[src/rtl/iac_pkg.sv]
package iac_pkg;

   localparam int CFG_W      = 7;
   localparam int ADDR_W     = 7;
   localparam int TIME_W     = 6;
   localparam int LAG_W      = 6;
   localparam int PROD_W     = 33;
   localparam int IDX_W      = 10;
   localparam int CSR_IDX_W  = 1;
   localparam int RSP_DATA_W = ((LAG_W + 2 * PROD_W + 7) / 8) * 8;

   localparam logic [CFG_W-1:0] NUM_SAMPLES_RESET = 7'd64;
   localparam logic [CFG_W-1:0] WINDOW_LEN_RESET  = 7'd64;

   localparam logic [CSR_IDX_W-1:0] CSR_NUM_SAMPLES = 1'd0;
   localparam logic [CSR_IDX_W-1:0] CSR_WINDOW_LEN  = 1'd1;

   localparam logic REQ_LOAD  = 1'b0;
   localparam logic REQ_SLICE = 1'b1;

   typedef enum logic [1:0] {
      CMD_LOAD,
      CMD_SLICE,
      CMD_ERROR
   } cmd_kind_type;

   typedef enum logic [1:0] {
      LAG_DIRECT,
      LAG_CONJ,
      LAG_ZERO
   } lag_mode_type;

   typedef enum logic {
      ST_IDLE,
      ST_SLICE
   } back_state_type;

   typedef struct packed {
      logic [CFG_W-1:0] num_samples;
      logic [CFG_W-1:0] window_len;
   } cfg_type;

   typedef struct packed {
      cmd_kind_type      kind;
      logic [ADDR_W-1:0] addr;
      logic [TIME_W-1:0] tidx;
   } cmd_ctl_type;

   typedef struct packed {
      logic [LAG_W-1:0] lag;
      lag_mode_type     mode;
      logic             is_last;
      logic             err;
   } lag_meta_type;

   typedef struct packed {
      logic [LAG_W-1:0]         lag;
      logic signed [PROD_W-1:0] prod_re;
      logic signed [PROD_W-1:0] prod_im;
      logic                     is_last;
      logic                     err;
   } rsp_type;

endpackage

[src/rtl/iac_fifo.sv]
module iac_fifo import iac_pkg::*; #(
   parameter int WIDTH = 8,
   parameter int DEPTH = 4,
   localparam int CNT_W = $clog2(DEPTH + 1)
) (
   input  logic             clock,
   input  logic             reset,
   input  logic             in_valid,
   output logic             in_ready,
   input  logic [WIDTH-1:0] in_data,
   output logic             out_valid,
   input  logic             out_ready,
   output logic [WIDTH-1:0] out_data,
   output logic [CNT_W-1:0] count
);

   localparam int PTR_W = (DEPTH > 1) ? $clog2(DEPTH) : 1;

   logic [WIDTH-1:0] entry_ff [DEPTH];
   logic [PTR_W-1:0] wr_ptr_ff, wr_ptr_in;
   logic [PTR_W-1:0] rd_ptr_ff, rd_ptr_in;
   logic [CNT_W-1:0] count_ff, count_in;
   logic             push, pop;

   assign in_ready  = (count_ff < CNT_W'(DEPTH));
   assign out_valid = (count_ff != '0);
   assign out_data  = entry_ff[rd_ptr_ff];
   assign count     = count_ff;
   assign push      = in_valid && in_ready;
   assign pop       = out_valid && out_ready;

   always_comb begin
      wr_ptr_in = wr_ptr_ff;
      rd_ptr_in = rd_ptr_ff;
      count_in  = count_ff;
      if (push) begin
         wr_ptr_in = (wr_ptr_ff == PTR_W'(DEPTH - 1)) ? '0 : wr_ptr_ff + 1'b1;
      end
      if (pop) begin
         rd_ptr_in = (rd_ptr_ff == PTR_W'(DEPTH - 1)) ? '0 : rd_ptr_ff + 1'b1;
      end
      if (push && !pop) begin
         count_in = count_ff + 1'b1;
      end else if (pop && !push) begin
         count_in = count_ff - 1'b1;
      end
   end

   always_ff @(posedge clock) begin
      if (reset) begin
         wr_ptr_ff <= '0;
         rd_ptr_ff <= '0;
         count_ff  <= '0;
      end else begin
         wr_ptr_ff <= wr_ptr_in;
         rd_ptr_ff <= rd_ptr_in;
         count_ff  <= count_in;
      end
   end

   always_ff @(posedge clock) begin
      if (push) begin
         entry_ff[wr_ptr_ff] <= in_data;
      end
   end

   a_count_bound: assert property (@(posedge clock) disable iff (reset)
      count_ff <= CNT_W'(DEPTH))
      else $error("fifo count above depth");

   a_push_grows: assert property (@(posedge clock) disable iff (reset)
      (push && !pop) |=> (count_ff == $past(count_ff) + 1'b1))
      else $error("fifo count did not grow on push");

   a_pop_shrinks: assert property (@(posedge clock) disable iff (reset)
      (pop && !push) |=> (count_ff == $past(count_ff) - 1'b1))
      else $error("fifo count did not shrink on pop");

endmodule

[config.mk]
export PLATFORM = sky130hd
export DESIGN_NAME = iac_fifo
export DESIGN_NICKNAME = d
export VERILOG_FILES = /design/src/rtl/iac_pkg.sv /design/src/rtl/iac_fifo.sv
export SDC_FILE = /design/constraint.sdc
export NUM_CORES = 1
export LEC_CHECK = 0
export ABC_AREA = 1
export BUFFER_PORTS_ARGS = -buffer_cell sky130_fd_sc_hd__buf_2
export CORE_ASPECT_RATIO = 0.75
export CORE_MARGIN = 2
export CORE_UTILIZATION = 55
export DETAILED_ROUTE_END_ITERATION = 8
export HOLD_SLACK_MARGIN = 0.15
export PLACE_DENSITY = 0.77
export SETUP_SLACK_MARGIN = 0.5
export SYNTH_ARGS = -nofsm -noshare
export SYNTH_HDL_FRONTEND = slang
export SYNTH_SLANG_ARGS = --single-unit
[constraint.sdc]
create_clock -name clock -period 2.04 [get_ports clock]
set_input_delay 0.408 -clock clock [delete_from_list [all_inputs] [get_ports clock]]
set_output_delay 0.408 -clock clock [all_outputs]
set_load 0.005 [all_outputs]
==> results.json <==
{
  "routabilityCongestion": 0.742,
  "postSynthCellCount": 140,
  "asyncSetResetFlopFracSynth_pct": 0,
  "worst-endpoint-arrival_ns": 1.19,
  "tightest_slew_ns": 0.183,
  "maxCapViolations": 0,
  "cellPowerDensity_nw_per_um2": 1280,
  "ant_nets": 0,
  "final_min_period_over_clock_period_pct": 78.4,
  "floorplan.die.width_um": 67.6,
  "mappedNetlistArea_um2": 1670,
  "buffers_inverters_on_critical_path": 2,
  "cpMaxStageDelayCell": "sky130_fd_sc_hd__dfxtp_4",
  "synthDominantCellAreaShare_pct": 57.5,
  "post_cts_hold_buffer_count": 0,
  "timing.critical_path.slowest_cell_delay_ns": 0.41,
  "drc_errors": 0,
  "setup_violations": 0,
  "floorplan.rows": 17,
  "worst_clock_skew_ns": 0.00573,
  "initial_cell_density_of_the_core_pct": 57.3,
  "fp.dieH_um": 51.7,
  "grt_pass1_vias": 1039,
  "status": "complete, no violations",
  "layout.nets": 201,
  "cts.sink_count": 41,
  "clock_path_buffers": 2,
  "drt-initial-drc-count": 49,
  "synth_warnings": 0,
  "detail_route.vias_per_cell": 5.21,
  "antenna_found_initial": 0,
  "grt_overflow_total": 0,
  "wl_um": 3090,
  "drive_above_1_share_pct": 38.3,
  "synthTopCellsByCount": "sky130_fd_sc_hd__edfxtp_1, sky130_fd_sc_hd__nor2_1, sky130_fd_sc_hd__inv_1, sky130_fd_sc_hd__o21ai_0, sky130_fd_sc_hd__dfxtp_1",
  "wirelength_met1_um": 1290,
  "vdd_ir_drop_max_uv": 661,
  "fin_crit_ns": 1.60,
  "timing.hold.ws_ns": 0.338,
  "route.met3.wl_um": 154,
  "setup_crit_path_kind": "flip-flop to output pin",
  "critical_path.cell_chain": "buf_6 -> o21ai_2 -> o22ai_1 -> buf_2",
  "routed_wire_length_per_instance_um": 14.0,
  "slew-limit-headroom_pct": 87.7,
  "tritoncts": "yes",
  "achievable-frequency_ghz": 0.625,
  "hold_class": "input port to flip-flop",
  "finalHoldViolations": 0,
  "fp.dieArea_um2": 3500,
  "syn2layout_area_growth_pct": 25.2,
  "synth.net_count": 159,
  "num_vias": 1152,
  "synth_top_area_cell": "sky130_fd_sc_hd__edfxtp_1",
  "critical_path_required_ns": 1.63,
  "floorplan.core_area_um2": 2910,
  "cts-root-buf": "sky130_fd_sc_hd__clkbuf_8",
  "setup_ws_ns": 0.441,
  "port_buffers": 24,
  "synth_enable_flop_cells": 32,
  "dr_wl_met2_um": 1610,
  "drt_pre_antenna_iters": 4,
  "synth_ff_type": "sky130_fd_sc_hd__edfxtp_1",
  "final.setup.tns_ns": 0,
  "startpoint_type": "flip-flop",
  "critical_path.top_delay_family": "flip-flops",
  "postSynthAreaPerCell_um2": 11.9,
  "post-synth-top-count-cell": "sky130_fd_sc_hd__edfxtp_1",
  "cts_made_buffers": 5,
  "finalCoreUtilization_pct": 71.7,
  "ys_top_cells_by_area": "sky130_fd_sc_hd__edfxtp_1, sky130_fd_sc_hd__dfxtp_1, sky130_fd_sc_hd__nor2_1",
  "grt_first_pass_wirelength_um": 4690,
  "critical_path_peak_fanout": 6,
  "synth-seq-cells": 41,
  "synth_cell_types": 18,
  "rsz0062_at_grt": "true",
  "floorplan.io_pins": 25,
  "cts.reportedPaths.clkPinSlew_ns": 0.07,
  "grt_start_max_net_pins": 17,
  "power.total_mw": 2.68,
  "cts_max_level": 2,
  "top_signal_layer_used": "met4",
  "drv_slew": 0,
  "setup.worst_path.end_class": "output pin",
  "leakagePower_nw": 0.839,
  "grt_use_total_pct": 19.1,
  "place.detailed.hpwl_um": 2030,
  "insertedDiodeCount": 0,
  "synth.yosys.seq_area_share_pct": 68.3,
  "clock_insertion_delay_worst_skew_ns": 0.28,
  "detailedPlace.worstSlack_ns": 0.336
}
layer usage:
metal,vias up,track usage (%)
met5,-,0
met4,0,7.14
met3,4,4.55
met2,26,31.2
met1,549,25.0
li1,573,-
area by class of cell:
type,instances,area [um2]
fill,189,823
tap,38,47.5
clock inverter,3,12.5
inverter,16,72.6
sequential,41,1160
timing repair buffer,37,225
clock buffer,5,68.8
multi-input combinational,81,507
report_power, final:
group	leakage (nW)	internal [mW]	total (mW)	switching [mW]
combinational	0.426	0.468	1.03	0.558
clock	0.0430	0.230	0.478	0.248
sequential	0.370	1.06	1.17	0.113
path summary, 6_finish.rpt:
path,slack (ns),end,from,cells after the start
max reg2reg,0.44,count[2]$_SDFFE_PP0P_,count[1]$_SDFFE_PP0P_,12
min reg2reg,0.53,count[1]$_SDFFE_PP0P_,count[1]$_SDFFE_PP0P_,2
min,0.34,entry_ff[3][6]$_DFFE_PP_,in_data[6],1
max,0.44,out_data[0],flip-flop,4
registers in the layout, indices dropped and copies added, names as in the netlist, named ones only:
register,count
entry_ff,32
count,3
rd_ptr_ff,2
wr_ptr_ff,2
logic make-up after synthesis:
kind of cell,synth area share [%]
and+or+nand+nor,10.2
DFF,68.3
AOI/OAI and AO/OA,10.9
buffers and inverters,4.94
adders and majority gates,5.69
per-stage QoR:
step	std cells	area [um2]
floorplan	140	1690
global placement	205	1870
detailed placement	205	1870
CTS	219	2040
global route	221	2090
finish	221	2090
layout by cell type (no fill, tap or decap), types with 2 or more instances in the layout:
cell type | synthesis | routed
sky130_fd_sc_hd__edfxtp_1 | 32 | 32
sky130_fd_sc_hd__nor2_1 | 29 | 28
sky130_fd_sc_hd__buf_2 | 0 | 24
sky130_fd_sc_hd__buf_4 | 0 | 11
sky130_fd_sc_hd__inv_1 | 15 | 10
sky130_fd_sc_hd__o21ai_1 | 2 | 8
sky130_fd_sc_hd__o22ai_1 | 8 | 8
sky130_fd_sc_hd__o21ai_2 | 3 | 7
sky130_fd_sc_hd__o21ai_0 | 15 | 5
sky130_fd_sc_hd__nand2_1 | 8 | 5
sky130_fd_sc_hd__ha_1 | 6 | 5
sky130_fd_sc_hd__clkbuf_8 | 0 | 5
sky130_fd_sc_hd__a21oi_1 | 4 | 4
sky130_fd_sc_hd__dfxtp_4 | 0 | 4
sky130_fd_sc_hd__dfxtp_1 | 9 | 4
sky130_fd_sc_hd__inv_4 | 0 | 3
sky130_fd_sc_hd__nand2_2 | 2 | 3
sky130_fd_sc_hd__nand2_4 | 0 | 2
sky130_fd_sc_hd__inv_2 | 1 | 2
sky130_fd_sc_hd__clkinv_1 | 0 | 2
sky130_fd_sc_hd__buf_6 | 2 | 2
timing repair:
item / CTS / global route
cloned: 1 / 0
gates resized for setup: 27 / 15
buffers inserted: 5 / 2
setup endpoints to repair: 10 / 10
pin swaps: 8 / 12
No activity file was read; power rests on OpenSTA's default activity.
