File: config.mk
export PLATFORM = sky130hd
export DESIGN_NAME = iac_front
export DESIGN_NICKNAME = d
export VERILOG_FILES = /design/src/rtl/iac_pkg.sv /design/src/rtl/iac_front.sv
export SDC_FILE = /design/constraint.sdc
export NUM_CORES = 1
export LEC_CHECK = 0
export BUFFER_PORTS_ARGS = -buffer_cell sky130_fd_sc_hd__buf_2
export CORE_MARGIN = 4
export CORE_UTILIZATION = 30
export CTS_CLUSTER_SIZE = 10
export DETAILED_ROUTE_END_ITERATION = 8
export GPL_ROUTABILITY_DRIVEN = 0
export PLACE_DENSITY_LB_ADDON = 0.05
export SLEW_MARGIN = 20
export SYNTH_ARGS = -nofsm -noshare
export SYNTH_HDL_FRONTEND = slang
export SYNTH_SLANG_ARGS = --single-unit
File: constraint.sdc
create_clock -name clock -period 2.6 [get_ports clock]
set_input_delay 0.39 -clock clock [delete_from_list [all_inputs] [get_ports clock]]
set_output_delay 0.39 -clock clock [all_outputs]
set_load 0.1 [all_outputs]
File: src/rtl/iac_pkg.sv
package iac_pkg;

   localparam int CFG_W      = 7;
   localparam int ADDR_W     = 7;
   localparam int TIME_W     = 6;
   localparam int LAG_W      = 6;
   localparam int PROD_W     = 33;
   localparam int IDX_W      = 10;
   localparam int CSR_IDX_W  = 1;
   localparam int RSP_DATA_W = ((LAG_W + 2 * PROD_W + 7) / 8) * 8;

   localparam logic [CFG_W-1:0] NUM_SAMPLES_RESET = 7'd64;
   localparam logic [CFG_W-1:0] WINDOW_LEN_RESET  = 7'd64;

   localparam logic [CSR_IDX_W-1:0] CSR_NUM_SAMPLES = 1'd0;
   localparam logic [CSR_IDX_W-1:0] CSR_WINDOW_LEN  = 1'd1;

   localparam logic REQ_LOAD  = 1'b0;
   localparam logic REQ_SLICE = 1'b1;

   typedef enum logic [1:0] {
      CMD_LOAD,
      CMD_SLICE,
      CMD_ERROR
   } cmd_kind_type;

   typedef enum logic [1:0] {
      LAG_DIRECT,
      LAG_CONJ,
      LAG_ZERO
   } lag_mode_type;

   typedef enum logic {
      ST_IDLE,
      ST_SLICE
   } back_state_type;

   typedef struct packed {
      logic [CFG_W-1:0] num_samples;
      logic [CFG_W-1:0] window_len;
   } cfg_type;

   typedef struct packed {
      cmd_kind_type      kind;
      logic [ADDR_W-1:0] addr;
      logic [TIME_W-1:0] tidx;
   } cmd_ctl_type;

   typedef struct packed {
      logic [LAG_W-1:0] lag;
      lag_mode_type     mode;
      logic             is_last;
      logic             err;
   } lag_meta_type;

   typedef struct packed {
      logic [LAG_W-1:0]         lag;
      logic signed [PROD_W-1:0] prod_re;
      logic signed [PROD_W-1:0] prod_im;
      logic                     is_last;
      logic                     err;
   } rsp_type;

endpackage

File: src/rtl/iac_front.sv
module iac_front import iac_pkg::*; #(
   parameter int MAX_WINDOW   = 64,
   parameter int MAX_SIGNAL   = 64,
   parameter int SAMPLE_WIDTH = 16,
   localparam int REQ_DATA_W  = ((ADDR_W + 2 * SAMPLE_WIDTH + TIME_W + 7) / 8) * 8
) (
   input  logic                      clock,
   input  logic                      reset,
   input  logic                      req_tvalid,
   output logic                      req_tready,
   input  logic [REQ_DATA_W-1:0]     req_tdata,
   input  logic                      req_tuser,
   input  logic                      csr_valid,
   output logic                      csr_ready,
   input  logic [CSR_IDX_W-1:0]      csr_index,
   input  logic [CFG_W-1:0]          csr_data,
   output cfg_type                   cfg,
   output logic                      cmd_valid,
   input  logic                      cmd_ready,
   output cmd_ctl_type               cmd_ctl,
   output logic [2*SAMPLE_WIDTH-1:0] cmd_sample
);

   localparam int SW          = SAMPLE_WIDTH;
   localparam int STORE_DEPTH = 2 * MAX_SIGNAL;

   logic [CFG_W-1:0]  num_samples_ff, num_samples_in;
   logic [CFG_W-1:0]  window_len_ff, window_len_in;
   logic [ADDR_W-1:0] addr;
   logic [SW-1:0]     sample_re, sample_im;
   logic [TIME_W-1:0] tidx;
   logic [IDX_W-1:0]  len_x, win_x, thr_x, addr_x;
   logic              bad_slice, load_ok;

   assign csr_ready = 1'b1;

   always_comb begin
      num_samples_in = num_samples_ff;
      window_len_in  = window_len_ff;
      if (csr_valid) begin
         unique case (csr_index)
            CSR_NUM_SAMPLES: num_samples_in = csr_data;
            CSR_WINDOW_LEN:  window_len_in  = csr_data;
         endcase
      end
   end

   always_ff @(posedge clock) begin
      if (reset) begin
         num_samples_ff <= NUM_SAMPLES_RESET;
         window_len_ff  <= WINDOW_LEN_RESET;
      end else begin
         num_samples_ff <= num_samples_in;
         window_len_ff  <= window_len_in;
      end
   end

   assign cfg.num_samples = num_samples_ff;
   assign cfg.window_len  = window_len_ff;

   assign addr      = req_tdata[ADDR_W-1:0];
   assign sample_re = req_tdata[ADDR_W +: SW];
   assign sample_im = req_tdata[ADDR_W + SW +: SW];
   assign tidx      = req_tdata[ADDR_W + 2 * SW +: TIME_W];

   // shortest window that holds both wings: L for odd L, L-1 for even L
   assign len_x  = IDX_W'(num_samples_ff);
   assign win_x  = IDX_W'(window_len_ff);
   assign thr_x  = num_samples_ff[0] ? len_x : len_x - 1'b1;
   assign addr_x = IDX_W'(addr);

   assign bad_slice = (len_x == '0) || (len_x > IDX_W'(MAX_SIGNAL)) ||
                      (win_x > IDX_W'(MAX_WINDOW)) || (win_x < thr_x) ||
                      (IDX_W'(tidx) >= len_x);
   assign load_ok   = (addr_x < IDX_W'(STORE_DEPTH));

   always_comb begin
      cmd_ctl.addr = addr;
      cmd_ctl.tidx = tidx;
      cmd_sample   = {sample_im, sample_re};
      if (req_tuser == REQ_LOAD) begin
         cmd_ctl.kind = CMD_LOAD;
         // drop loads beyond the store
         cmd_valid    = req_tvalid && load_ok;
      end else begin
         cmd_ctl.kind = bad_slice ? CMD_ERROR : CMD_SLICE;
         cmd_valid    = req_tvalid;
      end
   end

   assign req_tready = cmd_ready;

endmodule

==> reports/metrics.cfg, run 1 <==
[detailed_routing]
final_antenna_net_count=0
vias_per_cell=4.875
drt_iter0_drc=12
met1_length_um=1238
dr.pass1.iters=5
routed.top_layer=met4
drc=0
wl_met3_um=416
dr_total_vias=1014
wire_per_inst_um=15.53
drt_wl_total_um=3231
wl_met2_um=1485

[sta]
rsz0062_at_grt=true
layout_setup_ws_ns=-0.1061
clock_skew_ns=0
holdWs_ns=0.4015
layout_min_cycle_time_ns=2.706
hold_viol=0
max_freq_ghz=0.3695
fin_tns_setup_ns=-0.2114
post-route-period-util_pct=104.1
slew_violations=0
finalSetupViolCount=2

[cts]
cts_root_buf=clkbuf_8
worstSkewPairLatency_ns=0.24
cts.clk_slew.worst_paths_ns=0.06
cts_buffers=3
cts.path.max_buffers=2
htree_num_levels=1
tritoncts=yes
hold_buffers=0
cts_sinks=14

[synth]
avgSynthCellArea_um2=8.109
synthXorXnorAreaFrac_pct=2.025
yosysWarnings=0
ys_seq_elements=14
synth_top_family_by_area=buffers and inverters
synth_fa_ha_area_share_pct=13.50
syn_nets=236
synth-simple-area-share_pct=15.14
synthMuxAreaShare_pct=4.629
ys_seq_area_share_pct=21.60
synthesis.instances=160
ys_types=30
syn_area_um2=1297
synth-compound-area-share_pct=11.57

[floorplanning]
die_w_um=73.77
core_um2=4086
dieArea_um2=5441
initial_core_util_pct=31.75
fp.dieH_um=73.77
io_pins=126
rows=23

[pwr]
p_leak_uw=0.0007013
peakVddDrop_mv=0.2856
power_density_nw_per_um2=541.5
total_power_uw=785.9

[worst_setup_path]
rr_endpoint=num_samples_ff[3]
rr_startpoint=num_samples_ff[3]
reg2reg_depth=3
crit_required_ns=2.21
crit_arrival_ns=2.32
crit_end=cmd_ctl[13]
cp_max_fo=4
r2r_setup_slack_ns=1.82
worstSetupPathType=reg2out
worstSetupEndpointType=output port
critPathLaunch=num_samples_ff[3]
start_kind=flop

[grt]
grt_pass1_wl_um=5112
grt_max_degree=15
grt_usage_pct=11.87
grt_overflow=0
grt_pass1_vias=1077
antenna_found_initial=0

[finish]
layout-drive-gt1-share_pct=47.47
utilization_pct=35.52
final_cell_mix=buf_2 (37), nand2_1 (11), ha_1 (11), nor2_1 (10), a21oi_1 (8)
num_antenna_cells=0
finish.net_count=235
area_growth_pct=11.86
final_common_cell=buf_2
final_area_um2=1451

[run_status]
status=finished, violations left
violations=setup timing

[place]
dp_hpwl_um=2738
io_buffer_count=39
place_area_um2=1301

[min_path]
hp-class=in2reg

[job]
cap_violations=0

==> worst max-delay path, stage by stage, from the launching register on <==
cell and delay (ns):
dfxtp_4 0.36, nor4_2 0.25, buf_4 0.18, buf_6 0.10, a21oi_2 0.04, ha_2 0.32, nand2_1 0.05, o211ai_1 0.13
a31oi_4 0.14, nor4b_4 0.28, buf_12 0.21
==> cell usage after synthesis <==
cell type  count  share of area, %
a221o_1        1              0.77
nor4_1         1              0.48
buf_4         48                28
nor2b_1        1              0.48
or4_1          1              0.58
xor2_1         1              0.68
nand2_1       11               3.2
nand4_1        1              0.48
and3_1         1              0.48
a211o_1        3               2.0
nand4b_1       1              0.68
clkbuf_1       4               1.2
nor2_1        11               3.2
nor4b_2        1               1.2
mux2i_1        6               4.6
a31oi_1        3               1.4
xnor2_1        2               1.4
nand2b_1       3               1.4
nand3_1        6               2.3
inv_1          8               2.3
conb_1         1              0.29
o31a_1         2               1.4
o211ai_1       1              0.58
a21oi_1       10               3.9
a21o_1         1              0.58
ha_1          14                14
o21ai_0        1              0.39
dfxtp_1       14                22
nor4b_1        1              0.68
a211oi_1       1              0.58
==> layout make-up <==
type	count	area (µm²)
Clock buffer	4	45.04
Sequential cell	14	302.8
Inverter	8	35.03
Multi-Input combinational cell	86	720.7
Fill cell	442	2635
Timing Repair Buffer	46	285.3
Tap cell	50	62.56
==> routing by layer <==
| layer | track usage [%] | vias to the layer above |
|---|---|---|
| li1 | - | 489 |
| met1 | 13.58 | 445 |
| met2 | 19.59 | 56 |
| met3 | 3.830 | 24 |
| met4 | 6.036 | 0 |
| met5 | 0 | - |
==> stage by stage <==
stage                     worst slack, ns  instances
after floorplan                   -0.5674        160
after global placement            0.08101        199
after detailed placement          0.07476        199
after CTS                         -0.1533        208
after global routing              -0.2698        208
final                             -0.1061        208
==> sequential cells by signal, summed over array words and instances (netlist names) <==
signal,cells
window_len_ff,7
num_samples_ff,7
==> how the worst min path moves through the flow <==
stage	endpoint	slack, ns	start	cells past startpoint
6_report	num_samples_ff[5]	0.40	csr_data[5]	3
5_1_grt	num_samples_ff[5]	0.41	csr_data[5]	3
4_1_cts	num_samples_ff[4]	0.40	csr_data[4]	3
3_5_place_dp	window_len_ff[0]	0.47	window_len_ff[0]	2
3_3_place_gp	window_len_ff[0]	0.47	window_len_ff[0]	2
2_1_floorplan	window_len_ff[0]	0.45	reset	1
==> repair_timing <==
action                                  CTS  global route
gates resized for setup                  12             0
endpoints found under the setup margin    2             2
pin swaps                                15             2
setup buffers                             5             0
==> cells by family after synthesis <==
| kind of cell | count (synthesis) |
|---|---|
| xor+xnor | 3 |
| fa+ha+maj | 14 |
| buf+inv | 60 |
| simple gates | 39 |
| other cells | 1 |
| compound gates | 23 |
| mux | 6 |
| flops | 14 |
==> power breakdown <==
group | total (µW) | switching [µW] | internal, µW | leakage (µW)
registers | 242 | 16.9 | 225 | 0.000120
logic | 366 | 246 | 119 | 0.000558
clock network | 178 | 70.2 | 108 | 0.0000228
total | 786 | 333 | 452 | 0.000701
(Power assumes the default switching activity.)
==> run 2, diff against run 1 <==
PLACE_DENSITY = 0.77   (was not set)
PLACE_DENSITY_LB_ADDON = not set   (was 0.05)
==> run 2 against run 1 <==
Effect of this change:
- the run still ends with setup timing left
- clock skew stayed put
- cell count is 1.9% lower
- setup slack worse by 0.00070 ns
- hold slack worse by 0.0010 ns
- utilization is 1.7 points lower
- highest routed layer unchanged
==> reports/metrics.cfg, run 2 (synthesized netlist as in run 1, its figures left out) <==
[sta]
rsz0062_at_grt=true  ; unchanged
layout_min_cycle_time_ns=2.707  ; was 2.706 ns
max_freq_ghz=0.3694  ; was 0.3695 GHz
clock_skew_ns=0  ; unchanged
layout_setup_ws_ns=-0.1068  ; was -0.1061 ns
post-route-period-util_pct=104.1  ; about the same
fin_tns_setup_ns=-0.1868  ; was -0.2114 ns
hold_viol=0  ; unchanged
slew_violations=0  ; unchanged
finalSetupViolCount=2  ; unchanged

[floorplanning]
initial_core_util_pct=31.75  ; unchanged
io_pins=126  ; unchanged
dieArea_um2=5441  ; unchanged
rows=23  ; unchanged
fp.dieH_um=73.77  ; unchanged
die_w_um=73.77  ; unchanged
core_um2=4086  ; unchanged

[grt]
grt_usage_pct=10.06  ; was 11.87%
grt_pass1_vias=935  ; was 1077
grt_overflow=0  ; unchanged
grt_pass1_wl_um=4250  ; was 5112 µm
grt_max_degree=15  ; unchanged
antenna_found_initial=0  ; unchanged

[place]
io_buffer_count=39  ; unchanged
dp_cells=197  ; was 199
dp_hpwl_um=2230  ; was 2738 µm

[worst_setup_path]
crit_required_ns=2.21  ; about the same
cp_max_fo=4  ; unchanged
start_kind=flop  ; unchanged
worstSetupEndpointType=output port  ; unchanged
crit_arrival_ns=2.32  ; about the same
r2r_setup_slack_ns=1.78  ; was 1.82 ns
reg2reg_depth=3  ; unchanged
worstSetupPathType=reg2out  ; unchanged

[detailed_routing]
drc=0  ; unchanged
final_antenna_net_count=0  ; unchanged
dr_total_vias=955  ; was 1014
dr.pass1.iters=3  ; was 5
drt_iter0_drc=11  ; was 12
vias_per_cell=4.681  ; was 4.875
wire_per_inst_um=13.38  ; was 15.53 µm
drt_wl_total_um=2730  ; was 3231 µm

[cts]
cts.path.max_buffers=2  ; unchanged
worstSkewPairLatency_ns=0.24  ; about the same
cts.clk_slew.worst_paths_ns=0.06  ; about the same
cts_buffers=3  ; unchanged
tritoncts=yes  ; unchanged
cts_root_buf=clkbuf_8  ; unchanged
hold_buffers=0  ; unchanged
cts_sinks=14  ; unchanged
htree_num_levels=1  ; unchanged

[finish]
num_antenna_cells=0  ; unchanged
final_cell_mix=buf_2 (37), ha_1 (13), nor2_1 (11), nand2_1 (11), a21oi_1 (10)  ; was buf_2 (37), nand2_1 (11), ha_1 (11), nor2_1 (10), a21oi_1 (8)
layout-drive-gt1-share_pct=41.56  ; was 47.47%
area_growth_pct=6.364  ; was 11.86%
instances_no_fill=204  ; was 208
top_regs=num_samples_ff x7, window_len_ff x7  ; unchanged
final_common_cell=buf_2  ; unchanged
finish.net_count=231  ; was 235
fill_cells=445  ; was 442

[job]
cap_violations=0  ; unchanged

[pwr]
peakVddDrop_mv=0.2269  ; was 0.2856 mV
power_density_nw_per_um2=550.0  ; was 541.5 nW/µm²
p_leak_uw=0.0006783  ; was 0.0007013 µW

[min_path]
hp-class=in2reg  ; unchanged
hold_depth=3  ; unchanged

[run_status]
status=finished, violations left  ; unchanged
violations=setup timing  ; unchanged

-- run 2: cell count changes in the layout (fill, tap and decap cells not counted), sizes merged --
cell / before / now
clkinv: 0 / 1
buf: 46 / 42
clkbuf: 4 / 3
-- run 2: cell type report --
| class | count | area [µm²] | area share (%) |
|---|---|---|---|
| clock buffers | 3 | 41.29 | 2.992 |
| clock inverters | 1 | 3.754 | 0.2720 |
| inverters | 8 | 35.03 | 2.539 |
| multi-input cells | 86 | 686.9 | 49.77 |
| flip-flops and latches | 14 | 302.8 | 21.94 |
| well taps | 50 | 62.56 | 4.533 |
| repair buffers | 42 | 247.7 | 17.95 |
-- run 2: layer usage --
metal / GRT usage (%) / vias to the layer above / wire, µm
li1: - / 485 / -
met1: 11.68 / 428 / 1145
met2: 17.22 / 34 / 1306
met3: 2.052 / 8 / 231
met4: 5.231 / 0 / 46
met5: 0 / - / 0
-- run 2: what timing repair did --
item,4_1_cts,5_1_grt
endpoints found under the setup margin,2,2
gates resized for setup,3,0
pin swaps,4,1
buffers inserted,2,1
-- run 2: stage by stage --
stage	area (µm²)	util (%)	power [µW]	worst slack, ns	hold WS (ns)
after floorplan	1374	-	805.4	-0.5674	0.4517
after global placement	1286	31.48	565.7	0.07962	0.4614
final	1380	33.77	759.1	-0.1068	0.4005
after CTS	1373	33.59	768.1	-0.1104	0.4057
after detailed placement	1286	31.48	570.7	0.05995	0.4708
after global routing	1380	33.77	800.7	-0.2388	0.4138
-- run 2: worst paths after layout --
check | end | from
max | cmd_ctl[14] | num_samples_ff[3]
max reg2reg | num_samples_ff[0] | num_samples_ff[0]
min | num_samples_ff[3] | csr_data[3]
min reg2reg | window_len_ff[2] | window_len_ff[2]
-- run 2: worst max-delay path, cell delays in order, from the launching register on --
cell and delay [ns]:
dfxtp_4 0.36, buf_4 0.14, nor4b_4 0.33, xnor2_1 0.17, ha_1 0.25, o21ai_0 0.14
nand2b_1 0.11, a31oi_4 0.22, o31a_2 0.18, buf_12 0.17
-- run 2: where the power goes --
part           internal [µW]  switching (µW)  total (µW)
Clock                    104            74.4         179
Combinational            103             235         338
Sequential               225            17.2         242
